`config.mk`:
```
export PLATFORM = sky130hd
export DESIGN_NAME = mouse_packet_decoder_with_fifo
export DESIGN_NICKNAME = d
export VERILOG_FILES = /design/src/design/mpd_pkg.sv /design/src/design/mpd_fifo.sv /design/src/design/mpd_decoder.sv /design/src/design/mouse_packet_decoder_with_fifo.sv
export VERILOG_INCLUDE_DIRS = /design/src /design/src/design
export SDC_FILE = /design/constraint.sdc
export NUM_CORES = 1
export LEC_CHECK = 0
export BUFFER_PORTS_ARGS = -buffer_cell sky130_fd_sc_hd__buf_2
export CAP_MARGIN = 25
export CORE_ASPECT_RATIO = 1.5
export CORE_MARGIN = 4
export CORE_UTILIZATION = 45
export DETAILED_ROUTE_END_ITERATION = 10
export SLEW_MARGIN = 20
export SYNTH_ARGS = -nofsm -noshare
export SYNTH_HDL_FRONTEND = slang
export SYNTH_SLANG_ARGS = --single-unit
```
`constraint.sdc`:
```
create_clock -name aclk -period 6.7 [get_ports aclk]
set_clock_uncertainty 0.05 [all_clocks]
set_input_delay 2.01 -clock aclk [delete_from_list [all_inputs] [get_ports aclk]]
set_output_delay 2.01 -clock aclk [all_outputs]
set_load 0.005 [all_outputs]
```
`src/design/mouse_packet_decoder_with_fifo_assert.svh`:
```
// assertion macros shared by the mouse packet decoder modules
`ifndef MOUSE_PACKET_DECODER_WITH_FIFO_ASSERT_SVH
`define MOUSE_PACKET_DECODER_WITH_FIFO_ASSERT_SVH
`ifndef SYNTHESIS
`define ASSERT_IMPLIES(label, clk, rst_n, ante, cons) \
    label: assert property (@(posedge clk) disable iff (!rst_n) (ante) |-> (cons)) \
        else $error("implication check failed");
`define ASSERT_NEXT(label, clk, rst_n, ante, cons) \
    label: assert property (@(posedge clk) disable iff (!rst_n) (ante) |=> (cons)) \
        else $error("next-cycle check failed");
`else
`define ASSERT_IMPLIES(label, clk, rst_n, ante, cons)
`define ASSERT_NEXT(label, clk, rst_n, ante, cons)
`endif
`endif

```
`src/design/mpd_pkg.sv`:
```
// shared constants and types of the mouse packet decoder with receive fifo
package mpd_pkg;

    localparam int FIFO_DEPTH = 16;
    localparam int PTR_W      = (FIFO_DEPTH > 2) ? $clog2(FIFO_DEPTH) : 1;

    localparam int BYTE_W   = 8;
    localparam int MOTION_W = 16;
    localparam int STEP_W   = 4;

    // apb register map
    localparam int APB_ADDR_W = 4;
    localparam int APB_DATA_W = 32;
    localparam logic [1:0] REG_HEADER_MIN = 2'd0;
    localparam logic [1:0] REG_CLICK_CODE = 2'd1;
    localparam logic [1:0] REG_Y_STEP     = 2'd2;

    // register reset values
    localparam logic [BYTE_W-1:0] HEADER_MIN_RST = 8'd248;
    localparam logic [BYTE_W-1:0] CLICK_CODE_RST = 8'd250;
    localparam logic [STEP_W-1:0] Y_STEP_RST     = 4'd2;

    // request kinds carried on tuser
    localparam logic REQ_BYTE = 1'b0;
    localparam logic REQ_READ = 1'b1;

    typedef struct packed {
        logic              push;
        logic              pop;
        logic [BYTE_W-1:0] data;
    } fifo_cmd_t;

    typedef struct packed {
        logic has_data;
        logic has_data_next;
        logic pop_hit;
    } fifo_stat_t;

    typedef struct packed {
        logic signed [MOTION_W-1:0] x;
        logic signed [MOTION_W-1:0] y;
        logic                       click;
    } mouse_state_t;

    typedef struct packed {
        logic [BYTE_W-1:0] header_min;
        logic [BYTE_W-1:0] click_code;
        logic [STEP_W-1:0] y_step;
    } mpd_cfg_t;

endpackage

```
`src/design/mpd_fifo.sv`:
```
// ring fifo of received bytes in a synchronous memory, one slot kept spare
module mpd_fifo (
    input  logic                      aclk,
    input  logic                      aresetn,
    input  mpd_pkg::fifo_cmd_t        cmd_i,
    output mpd_pkg::fifo_stat_t       stat_o,
    output logic [mpd_pkg::BYTE_W-1:0] rd_data_o
);
    import mpd_pkg::*;

    `include "mouse_packet_decoder_with_fifo_assert.svh"

    logic [BYTE_W-1:0] byte_mem [FIFO_DEPTH];
    logic [BYTE_W-1:0] rd_data_reg;
    logic [PTR_W-1:0]  wr_ptr_reg, wr_ptr_next;
    logic [PTR_W-1:0]  rd_ptr_reg, rd_ptr_next;
    logic [PTR_W-1:0]  wr_ptr_inc, rd_ptr_inc;
    logic              empty;
    logic              full;

    // ring increments
    assign wr_ptr_inc = (wr_ptr_reg == PTR_W'(FIFO_DEPTH - 1)) ? '0 : wr_ptr_reg + 1'b1;
    assign rd_ptr_inc = (rd_ptr_reg == PTR_W'(FIFO_DEPTH - 1)) ? '0 : rd_ptr_reg + 1'b1;
    assign empty      = (wr_ptr_reg == rd_ptr_reg);
    assign full       = (wr_ptr_inc == rd_ptr_reg);

    // pointer updates, a push into a full fifo is dropped
    always_comb begin
        wr_ptr_next = wr_ptr_reg;
        rd_ptr_next = rd_ptr_reg;
        if (cmd_i.push && !full) begin
            wr_ptr_next = wr_ptr_inc;
        end
        if (cmd_i.pop && !empty) begin
            rd_ptr_next = rd_ptr_inc;
        end
    end

    always_ff @(posedge aclk) begin
        if (!aresetn) begin
            wr_ptr_reg <= '0;
            rd_ptr_reg <= '0;
        end else begin
            wr_ptr_reg <= wr_ptr_next;
            rd_ptr_reg <= rd_ptr_next;
        end
    end

    // memory write port
    always_ff @(posedge aclk) begin
        if (cmd_i.push) begin
            byte_mem[wr_ptr_reg] <= cmd_i.data;
        end
    end

    // memory read port, data registered at the pop
    always_ff @(posedge aclk) begin
        if (cmd_i.pop && !empty) begin
            rd_data_reg <= byte_mem[rd_ptr_reg];
        end
    end

    assign rd_data_o            = rd_data_reg;
    assign stat_o.has_data      = !empty;
    assign stat_o.has_data_next = (wr_ptr_next != rd_ptr_next);
    assign stat_o.pop_hit       = cmd_i.pop && !empty;

    `ASSERT_NEXT(a_push_leaves_data, aclk, aresetn, cmd_i.push, wr_ptr_reg != rd_ptr_reg)
    `ASSERT_NEXT(a_empty_pop_holds, aclk, aresetn, cmd_i.pop && empty, rd_ptr_reg == $past(rd_ptr_reg))
    `ASSERT_IMPLIES(a_no_push_pop_same, aclk, aresetn, cmd_i.push, !cmd_i.pop)

endmodule

```
`src/design/mpd_decoder.sv`:
```
// three-phase mouse packet decoder with saturating motion accumulators
module mpd_decoder (
    input  logic                   aclk,
    input  logic                   aresetn,
    input  logic                   byte_valid_i,
    input  logic [mpd_pkg::BYTE_W-1:0] byte_i,
    input  mpd_pkg::mpd_cfg_t      cfg_i,
    output mpd_pkg::mouse_state_t  cur_o,
    output mpd_pkg::mouse_state_t  nxt_o
);
    import mpd_pkg::*;

    localparam logic [1:0] PH_HEADER = 2'd0;
    localparam logic [1:0] PH_X      = 2'd1;
    localparam logic [1:0] PH_Y      = 2'd2;

    logic [1:0]                 phase_reg, phase_next;
    logic signed [MOTION_W-1:0] x_reg, x_next;
    logic signed [MOTION_W-1:0] y_reg, y_next;
    logic                       click_reg, click_next;
    logic                       positive;
    logic signed [MOTION_W:0]   x_sum, y_sum, x_delta, y_delta;
    logic signed [MOTION_W-1:0] x_sat, y_sat;

    // positive means 1..127 as a signed byte
    assign positive = (byte_i != '0) && !byte_i[BYTE_W-1];
    assign x_delta  = positive ? (MOTION_W+1)'(1) : '1;
    assign y_delta  = positive ? (MOTION_W+1)'(cfg_i.y_step) : '1;
    assign x_sum    = {x_reg[MOTION_W-1], x_reg} + x_delta;
    assign y_sum    = {y_reg[MOTION_W-1], y_reg} + y_delta;

    // clamp on overflow of the 16-bit range
    assign x_sat = (x_sum[MOTION_W] != x_sum[MOTION_W-1])
                 ? {x_sum[MOTION_W], {(MOTION_W-1){~x_sum[MOTION_W]}}}
                 : x_sum[MOTION_W-1:0];
    assign y_sat = (y_sum[MOTION_W] != y_sum[MOTION_W-1])
                 ? {y_sum[MOTION_W], {(MOTION_W-1){~y_sum[MOTION_W]}}}
                 : y_sum[MOTION_W-1:0];

    // phase sequencing
    always_comb begin
        phase_next = phase_reg;
        x_next     = x_reg;
        y_next     = y_reg;
        click_next = click_reg;
        if (byte_valid_i) begin
            case (phase_reg)
                PH_X: begin
                    x_next     = x_sat;
                    phase_next = PH_Y;
                end
                PH_Y: begin
                    y_next     = y_sat;
                    phase_next = PH_HEADER;
                end
                default: begin
                    if (byte_i >= cfg_i.header_min) begin
                        if (byte_i == cfg_i.click_code) begin
                            click_next = 1'b1;
                        end
                        phase_next = PH_X;
                    end
                end
            endcase
        end
    end

    always_ff @(posedge aclk) begin
        if (!aresetn) begin
            phase_reg <= PH_HEADER;
            x_reg     <= '0;
            y_reg     <= '0;
            click_reg <= 1'b0;
        end else begin
            phase_reg <= phase_next;
            x_reg     <= x_next;
            y_reg     <= y_next;
            click_reg <= click_next;
        end
    end

    assign cur_o.x     = x_reg;
    assign cur_o.y     = y_reg;
    assign cur_o.click = click_reg;
    assign nxt_o.x     = x_next;
    assign nxt_o.y     = y_next;
    assign nxt_o.click = click_next;

endmodule

```
`src/design/mouse_packet_decoder_with_fifo.sv`:
```
// Top level: receive byte fifo and mouse packet decoder behind stream ports.
// A received-byte word has its result registered at the accept edge.
// A read word waits in ST_READ for the registered fifo memory read before its result loads.
// One word in flight at a time; a new word is taken while the result register drains.
// Reset (aresetn, synchronous, active low) empties the fifo and clears decoder state.
module mouse_packet_decoder_with_fifo (
    input  logic        aclk,
    input  logic        aresetn,
    // apb configuration
    input  logic        psel,
    input  logic        penable,
    input  logic        pwrite,
    input  logic [mpd_pkg::APB_ADDR_W-1:0] paddr,
    input  logic [mpd_pkg::APB_DATA_W-1:0] pwdata,
    output logic [mpd_pkg::APB_DATA_W-1:0] prdata,
    output logic        pready,
    // input stream
    input  logic        s_tvalid,
    output logic        s_tready,
    input  logic [7:0]  s_tdata,   // [7:0] scan_byte
    input  logic        s_tuser,   // [0] req_type
    // result stream
    output logic        m_tvalid,
    input  logic        m_tready,
    output logic [47:0] m_tdata    // [7:0] read_byte, [8] fifo_has_data, [24:9] motion_x,
                                   // [40:25] motion_y, [41] click_seen, [47:42] zero
);
    import mpd_pkg::*;

    `include "mouse_packet_decoder_with_fifo_assert.svh"

    localparam logic ST_IDLE = 1'b0;
    localparam logic ST_READ = 1'b1;

    logic              state_reg, state_next;
    mpd_cfg_t          cfg_reg, cfg_next;
    logic              out_valid_reg, out_valid_next;
    logic [47:0]       out_data_reg, out_data_next;
    logic              pop_hit_reg;
    logic              s_accept;
    logic              apb_write;
    logic              out_load;
    fifo_cmd_t         fifo_cmd;
    fifo_stat_t        fifo_stat;
    logic [BYTE_W-1:0] fifo_rd_data;
    mouse_state_t      mouse_cur, mouse_nxt;
    logic [BYTE_W-1:0] rsp_byte;
    logic              rsp_has_data;
    mouse_state_t      rsp_mouse;

    // apb register file
    assign pready    = 1'b1;
    assign apb_write = psel && penable && pwrite && pready;

    always_comb begin
        cfg_next = cfg_reg;
        if (apb_write) begin
            case (paddr[3:2])
                REG_HEADER_MIN: cfg_next.header_min = pwdata[BYTE_W-1:0];
                REG_CLICK_CODE: cfg_next.click_code = pwdata[BYTE_W-1:0];
                REG_Y_STEP:     cfg_next.y_step     = pwdata[STEP_W-1:0];
                default:        cfg_next = cfg_reg;
            endcase
        end
    end

    always_comb begin
        case (paddr[3:2])
            REG_HEADER_MIN: prdata = APB_DATA_W'(cfg_reg.header_min);
            REG_CLICK_CODE: prdata = APB_DATA_W'(cfg_reg.click_code);
            REG_Y_STEP:     prdata = APB_DATA_W'(cfg_reg.y_step);
            default:        prdata = '0;
        endcase
    end

    // input handshake and fifo / decoder commands
    assign s_tready      = (state_reg == ST_IDLE) && (!out_valid_reg || m_tready);
    assign s_accept      = s_tvalid && s_tready;
    assign fifo_cmd.push = s_accept && (s_tuser == REQ_BYTE) && (s_tdata != '0);
    assign fifo_cmd.pop  = s_accept && (s_tuser == REQ_READ);
    assign fifo_cmd.data = s_tdata;

    mpd_fifo u_fifo (
        .aclk      (aclk),
        .aresetn   (aresetn),
        .cmd_i     (fifo_cmd),
        .stat_o    (fifo_stat),
        .rd_data_o (fifo_rd_data)
    );

    mpd_decoder u_decoder (
        .aclk         (aclk),
        .aresetn      (aresetn),
        .byte_valid_i (fifo_cmd.push),
        .byte_i       (s_tdata),
        .cfg_i        (cfg_reg),
        .cur_o        (mouse_cur),
        .nxt_o        (mouse_nxt)
    );

    // result assembly: byte words now, read words once memory data returns
    always_comb begin
        state_next   = state_reg;
        out_load     = 1'b0;
        rsp_byte     = '0;
        rsp_has_data = fifo_stat.has_data_next;
        rsp_mouse    = mouse_nxt;
        case (state_reg)
            ST_IDLE: begin
                if (s_accept) begin
                    if (s_tuser == REQ_READ) begin
                        state_next = ST_READ;
                    end else begin
                        out_load = 1'b1;
                    end
                end
            end
            ST_READ: begin
                out_load     = 1'b1;
                rsp_byte     = pop_hit_reg ? fifo_rd_data : '0;
                rsp_has_data = fifo_stat.has_data;
                rsp_mouse    = mouse_cur;
                state_next   = ST_IDLE;
            end
            default: state_next = ST_IDLE;
        endcase
    end

    // output register
    assign out_valid_next = out_load || (out_valid_reg && !m_tready);
    assign out_data_next  = out_load
                          ? {6'd0, rsp_mouse.click, rsp_mouse.y, rsp_mouse.x,
                             rsp_has_data, rsp_byte}
                          : out_data_reg;

    always_ff @(posedge aclk) begin
        if (!aresetn) begin
            state_reg     <= ST_IDLE;
            out_valid_reg <= 1'b0;
            cfg_reg       <= '{header_min: HEADER_MIN_RST, click_code: CLICK_CODE_RST,
                               y_step: Y_STEP_RST};
        end else begin
            state_reg     <= state_next;
            out_valid_reg <= out_valid_next;
            cfg_reg       <= cfg_next;
        end
    end

    always_ff @(posedge aclk) begin
        out_data_reg <= out_data_next;
        pop_hit_reg  <= fifo_stat.pop_hit;
    end

    assign m_tvalid = out_valid_reg;
    assign m_tdata  = out_data_reg;

    `ASSERT_IMPLIES(a_read_slot_free, aclk, aresetn, state_reg == ST_READ, !out_valid_reg)
    `ASSERT_NEXT(a_read_waits, aclk, aresetn, fifo_cmd.pop, state_reg == ST_READ)
    `ASSERT_NEXT(a_byte_result, aclk, aresetn, s_accept && s_tuser == REQ_BYTE, out_valid_reg)

endmodule

```
==> results of run 1 <==
==> cell type report <==
class,count,area [um2]
Inverter,21,78.8
Tap cell,333,417
Sequential cell,244,6670
Fill cell,2275,12600
Multi-Input combinational cell,624,4890
Clock inverter,19,166
Clock buffer,27,633
Timing Repair Buffer,97,536
==> metal layers <==
layer  track usage  part of all wire  vias to the layer above
li1              -                 -                     3618
met1         0.206              0.38                     3588
met2         0.333              0.55                      140
met3        0.0247             0.038                       33
met4        0.0595             0.026                        0
met5             0                 0                        -
==> synth_stat cells (all sizes together), types with 2 or more instances <==
cell / instances
clkbuf: 29
and4: 5
a311oi: 3
o21ai: 42
xor2: 23
ha: 47
o21a: 7
nor4: 4
o211ai: 16
o31ai: 3
dfxtp: 66
nor2b: 4
nor4b: 3
a211o: 4
nand2: 61
a21oi: 46
nand2b: 8
conb: 2
and3: 21
fa: 2
mux4: 40
nor3b: 3
mux2: 2
a211oi: 12
o22ai: 3
and2: 28
nand3: 8
inv: 20
a41oi: 2
o211a: 4
a31oi: 10
a21o: 15
o21bai: 3
maj3: 7
xnor2: 27
o2111ai: 2
mux2i: 28
nand4: 3
or3: 4
nor3: 10
buf: 44
nor2: 69
edfxtp: 178
==> cells by family (layout without fill, tap and decap cells) <==
family	after synthesis	after routing	synth area share
AND/OR/NAND/NOR	233	233	0.0958
adder cells (fa/ha/maj)	56	56	0.0586
flip-flops	244	244	0.559
other	2	31	0.000630
multiplexers	70	70	0.101
AO/OA/AOI/OAI	184	184	0.106
XOR/XNOR	50	50	0.0367
buffers and inverters	94	164	0.0420
==> power by group through the flow <==
stage / clock network, uW / logic [uW] / registers (uW)
CTS: 1400 / 213 / 1650
global placement: 0 / 211 / 1690
global route: 1460 / 234 / 1650
floorplan: 0 / 139 / 1690
finish: 1360 / 210 / 1650
detailed placement: 0 / 212 / 1690
==> tightest hold or removal path, delay by kind of cell, from the launching register on <==
family	cells	cell delay [ns]
compound gates	1	0.05
flops	1	0.33
simple gates	1	0.06
==> how the worst max path moves through the flow <==
stage          startpoint     endpoint  slack [ns]  cells past startpoint
2_1_floorplan     s_tuser   m_tdata[0]         1.0                      2
3_3_place_gp   s_tdata[5]  m_tdata[27]        0.60                     14
3_5_place_dp   s_tdata[5]  m_tdata[27]        0.57                     14
4_1_cts        s_tdata[5]  m_tdata[27]        1.13                     14
5_1_grt        s_tdata[5]  m_tdata[27]        0.75                     14
6_report       s_tdata[5]  m_tdata[27]        1.10                     14
==> through the flow <==
step	util	power (uW)	hold WS (ns)	cells
2_1_floorplan	-	1830	0.399	962
3_3_place_gp	0.485	1900	0.411	1318
3_5_place_dp	0.485	1900	0.423	1318
4_1_cts	0.516	3260	0.433	1364
5_1_grt	0.516	3350	0.466	1365
6_report	0.516	3220	0.434	1365
==> flow_summary_export.csv, run 1 <==
group,metric,value,unit
run_status,status,"finished, final reports clean",
global_route,grt_start_max_net_pins,41,
power_and_ir_drop,switchingPower,732,uW
critical_path,cp.arrival,5.81,ns
yosys,synth-main-ff-cell,"edfxtp_1",
die,initial_core_util,0.460,
sta,final.setup.worst_slack,1.10,ns
placed_design,placed_cell_area,12600,um2
layout,synthToLayoutAreaGrowth,12.2,%
placed_design,pre_cts_ws,0.566,ns
die,die_x,141,um
power_and_ir_drop,pwr-share-seq,0.513,
die,dieArea,29200,um2
clocking,numCtsBuffers,25,
sta,period_share,0.836,
routing,route.detailed.drc,0,
clocking,cts_hold_buffers,0,
layout,diodes,0,
power_and_ir_drop,power_density,241,nW/um2
placed_design,port_buffers,77,
flow_run,cap_violations,0,
sta,fin_crit,5.60,ns
clocking,cts_tree,"done",
clocking,clk_latency,0.54,ns
yosys,synth_edf_count,178,
clocking,cts_sinks,244,
routing,vias,7379,
critical_path,startpoint_type,"input port",
layout,largest_reg_flops,128,
yosys,avgSynthCellArea,12.8,um2
critical_path,crit_family,"compound AO/OA/AOI/OAI gates",
routing,wirelength,25900,um
power_and_ir_drop,clkPwrFrac,0.422,
routing,dr.pass1.iters,4,
sta,report.final.slew_viol_count,0,
sta,finalSetupTns,0,ns
critical_path,cpPeakStageDelay,0.57,ns
global_route,grt_remaining_overflow,0,
hold_path,hold_end,"cfg_reg[14]",
layout,layout-drive-gt1-share,0.185,
critical_path,worstPathMaxFanout,28,
power_and_ir_drop,swShare,0.227,
power_and_ir_drop,ir_drop,0.000201,V
sta,hold_viol,0,
placed_design,dp_hpwl,18400,um
critical_path,end_kind,"flop",
clocking,ctsResizeCount,0,
sta,tightest_slew,1.04,ns
routing,vias_per_cell,5.41,
critical_path,r2r_end,"m_tdata[27]",
critical_path,reg2regPathDepth,10,
hold_path,hp-start,"cfg_reg[14]",
yosys,synth_top_area_share,0.448,
clocking,post_cts_buffers,0,
die,rows,72,
die,boundaryPins,135,
critical_path,crit_chain,"buf_2 -> nor4_1 -> a21oi_1 -> inv_1 -> buf_4 -> ha_1 -> a2111o_1 -> o211ai_2 -> a21oi_2 -> o31ai_4 -> xor2_1 -> nor2_1 -> o21ai_0 -> o21ai_0",
die,core_area,25900,um2
sta,fmax,179,MHz
routing,drt_iter0_drc,430,
yosys,synthTopCellsByArea,"edfxtp_1, dfxtp_1, mux4_2",
sta,rsz0062_at_grt,"no",
critical_path,crit_required,6.91,ns
global_route,grt_pass1_wl,41100,um
placed_design,gp_congestion,0.851,
critical_path,r2r-start,"cfg_reg[1]",
clocking,cts_buffer_depth,3,
critical_path,critPathBufInv,3,
critical_path,worstSetupPathType,"input port to flop",
critical_path,crit_top_cell,"o21ai_0",
yosys,syn-instance-count,933,
power_and_ir_drop,combPwrFrac,0.065,
yosys,synth_cell_type_count,71,
hold_path,whs_path_depth,2,
yosys,yosysTopAreaCell,"edfxtp_1",
global_route,gr-usage-all-layers,0.178,
yosys,synth_area,11900,um2
yosys,seq_area_frac_synth,0.559,
sta,maxSlewHeadroom,0.303,
critical_path,reg2reg_slack,3.52,ns
global_route,grt_pass1_vias,7422,
clocking,clkSlewWorstSetupHoldPaths,0.06,ns
yosys,synthArstFlopShare,0,
global_route,antenna_found_initial,0,
routing,wl_per_cell,19.0,um
layout,nets,1114,
routing,antenna_left,0,
clocking,htree_levels,1,
power_and_ir_drop,leakagePower,0.00511,uW
hold_path,min_path_type,"flop to flop",
clocking,cts_root_buf,"clkbuf_16",
layout,final_cell_area,13400,um2
layout,final_cell_mix,"edfxtp_1, buf_2, nor2_1",
yosys,synth_seq_cells,244,
critical_path,slowest_stage,"xor2_1",
power_and_ir_drop,p_int,2490,uW
sta,finalSetupViolCount,0,
layout,final_common_cell,"edfxtp_1",
die,die_y,207,um
yosys,ys_warn_count,0,
No activity file was read; power rests on OpenSTA's default activity.
==> run 2, diff against run 1 <==
Settings changed: ABC_AREA set to 1.
Clock period 6.7 ns to 5.8 ns, I/O delays scaled along.
==> run 2 against run 1 <==
Effect of this change: via count up 23%; first-iteration DRC count up 13%; sequential share of layout area down 2.3 points; final area up 4.8%; global-route usage up 1.1 points; sequential power up 17%; clock power up 23%; non-clock buffer count down 5; area after synthesis up 5.0%; critical path type unchanged.
==> flow_summary_export.csv, run 2 <==
group,metric,value,unit
sta,finalSetupTns,0,ns
yosys,syn-instance-count,1356,
yosys,synth_area,12500,um2
routing,wirelength,28900,um
critical_path,worstSetupPathType,"input port to flop",
routing,wl_per_cell,16.1,um
global_route,gr-usage-all-layers,0.189,
layout,final_cell_mix,"nand2_1, edfxtp_1, nor2_1",
global_route,grt_use_met1,0.213,
global_route,grt_start_max_net_pins,72,
yosys,seq_area_frac_synth,0.532,
global_route,met3_usage,0.0223,
critical_path,crit_required,6.05,ns
layout,final_common_cell,"nand2_1",
yosys,synth.most_common_cell,"nand2_1",
layout,synthToLayoutAreaGrowth,12.0,%
die,boundaryPins,135,
layout,post-route-util,0.514,
yosys,avgSynthCellArea,9.24,um2
clocking,cts_buffer_depth,3,
layout,nets,1532,
sta,rsz0062_at_grt,"no",
yosys,ys_warn_count,0,
layout,layout-drive-gt1-share,0.157,
routing,antenna_left,0,
placed_design,gp_congestion,0.941,
clocking,cts_root_buf,"clkbuf_16",
yosys,synth_common_cells,"nand2_1, edfxtp_1, nor2_1, inv_1, o21ai_0",
power_and_ir_drop,ir_drop,0.000263,V
routing,drt_iter0_drc,486,
layout,diodes,0,
run_status,status,"finished, final reports clean",
power_and_ir_drop,power_density,285,nW/um2
routing,vias_per_cell,5.07,
yosys,synth_seq_cells,244,
global_route,antenna_found_initial,0,
global_route,gr-max-usage-layer,"met2",
die,die_x,144,um
die,rows,74,
critical_path,cp.arrival,4.96,ns
sta,fmax,212,MHz
yosys,synthTopCellsByArea,"edfxtp_1, dfxtp_1, nand2_1",
critical_path,end_kind,"flop",
routing,route.detailed.drc,0,
hold_path,min_path_type,"flop to flop",
flow_run,cap_violations,0,
clocking,post_cts_buffers,0,
sta,tightest_slew,0.852,ns
placed_design,dp_hpwl,20100,um
sta,hold_viol,0,
sta,finalSetupViolCount,0,
die,initial_core_util,0.459,
clocking,clkSlewWorstSetupHoldPaths,0.06,ns
global_route,grt_pass1_wl,45800,um
die,dieArea,30600,um2
layout,largest_reg_flops,128,
sta,period_share,0.812,
yosys,yosysTopAreaCell,"edfxtp_1",
global_route,grt_use_met2,0.364,
clocking,ctsResizeCount,0,
yosys,synth-main-ff-cell,"edfxtp_1",
clocking,htree_levels,1,
layout,fillCellCount,2563,
routing,vias,9093,
power_and_ir_drop,leakagePower,0.00632,uW
yosys,synth_top_area_share,0.427,
placed_design,port_buffers,77,
yosys,synthArstFlopShare,0,
critical_path,startpoint_type,"input port",
yosys,synth_cell_type_count,46,
clocking,cts_tree,"done",
sta,fin_crit,4.71,ns
critical_path,worstPathMaxFanout,28,
die,die_y,212,um
routing,dr.pass1.iters,5,
global_route,grt_pass1_vias,8916,
yosys,synth_edf_count,178,
sta,maxSlewHeadroom,0.430,
clocking,cts_sinks,244,
sta,report.final.slew_viol_count,0,
clocking,clk_latency,0.54,ns
clocking,numCtsBuffers,25,
global_route,grt_remaining_overflow,0,
clocking,cts_hold_buffers,0,
die,core_area,27300,um2
==> run 2: per-layer routing <==
metal  part of all wire  routed length [um]  vias up
met5                  0                   0        -
met2               0.54               15700      175
met4              0.029                 848        0
met1               0.39               11300     4303
met3              0.037                1060       43
li1                   -                   -     4572
==> run 2: area by class of cell <==
class / instances / area, um2 / area share
Timing Repair Buffer: 92 / 551 / 0.0392
Clock buffer: 32 / 672 / 0.0479
Clock inverter: 14 / 176 / 0.0126
Tap cell: 342 / 428 / 0.0305
Inverter: 156 / 586 / 0.0417
Multi-Input combinational cell: 912 / 4950 / 0.353
Sequential cell: 244 / 6670 / 0.475
==> run 2: cells by family after synthesis <==
family | Yosys count | synth area share
AO/OA/AOI/OAI | 193 | 0.0948
XOR/XNOR | 33 | 0.0231
adder cells (fa/ha/maj) | 49 | 0.0501
buffers and inverters | 229 | 0.0817
flip-flops | 244 | 0.532
multiplexers | 1 | 0.000899
other | 2 | 0.000599
AND/OR/NAND/NOR | 605 | 0.217
==> run 2: final timing paths <==
path                        startpoint                   to  slack [ns]  depth (start not counted)
hold / removal     u_decoder.click_reg  u_decoder.click_reg        0.41                          2
setup / recovery            s_tdata[7]          m_tdata[23]        1.09                         20
setup reg to reg  u_fifo.rd_ptr_reg[0]           m_tdata[8]        2.72                         15
hold reg to reg    u_decoder.click_reg  u_decoder.click_reg        0.41                          2
==> run 2: stage by stage <==
step | std cells | power [uW] | hold WS [ns] | area, um2 | worst slack [ns]
floorplan | 1385 | 2240 | 0.386 | 12600 | 1.26
global placement | 1744 | 2360 | 0.393 | 13100 | 0.562
finish | 1792 | 4000 | 0.408 | 14000 | 1.09
detailed placement | 1745 | 2370 | 0.402 | 13200 | 0.496
CTS | 1791 | 4030 | 0.412 | 14000 | 1.08
global route | 1792 | 4150 | 0.459 | 14000 | 0.688
==> run 2: worst max-delay path: stages <==
cell and delay (ns):
buf_2 0.36, inv_1 0.17, nand3_1 0.13, nor2_2 0.09, nor2_1 0.29, inv_1 0.13
buf_12 0.19, ha_1 0.35, nand2_1 0.13, inv_1 0.05, a21oi_1 0.16, nand2_2 0.12
nand2_2 0.10, nand2_1 0.07, nand2_1 0.08, nand2_2 0.08, a21oi_4 0.41, nand2_1 0.14
nand2_1 0.10, inv_1 0.04
==> run 2: report_power, final <==
group          leakage, uW  switching [uW]  internal [uW]
sequential         0.00217            15.8           1910
clock             0.000414             670            997
combinational      0.00373             272            127
total              0.00632             958           3040
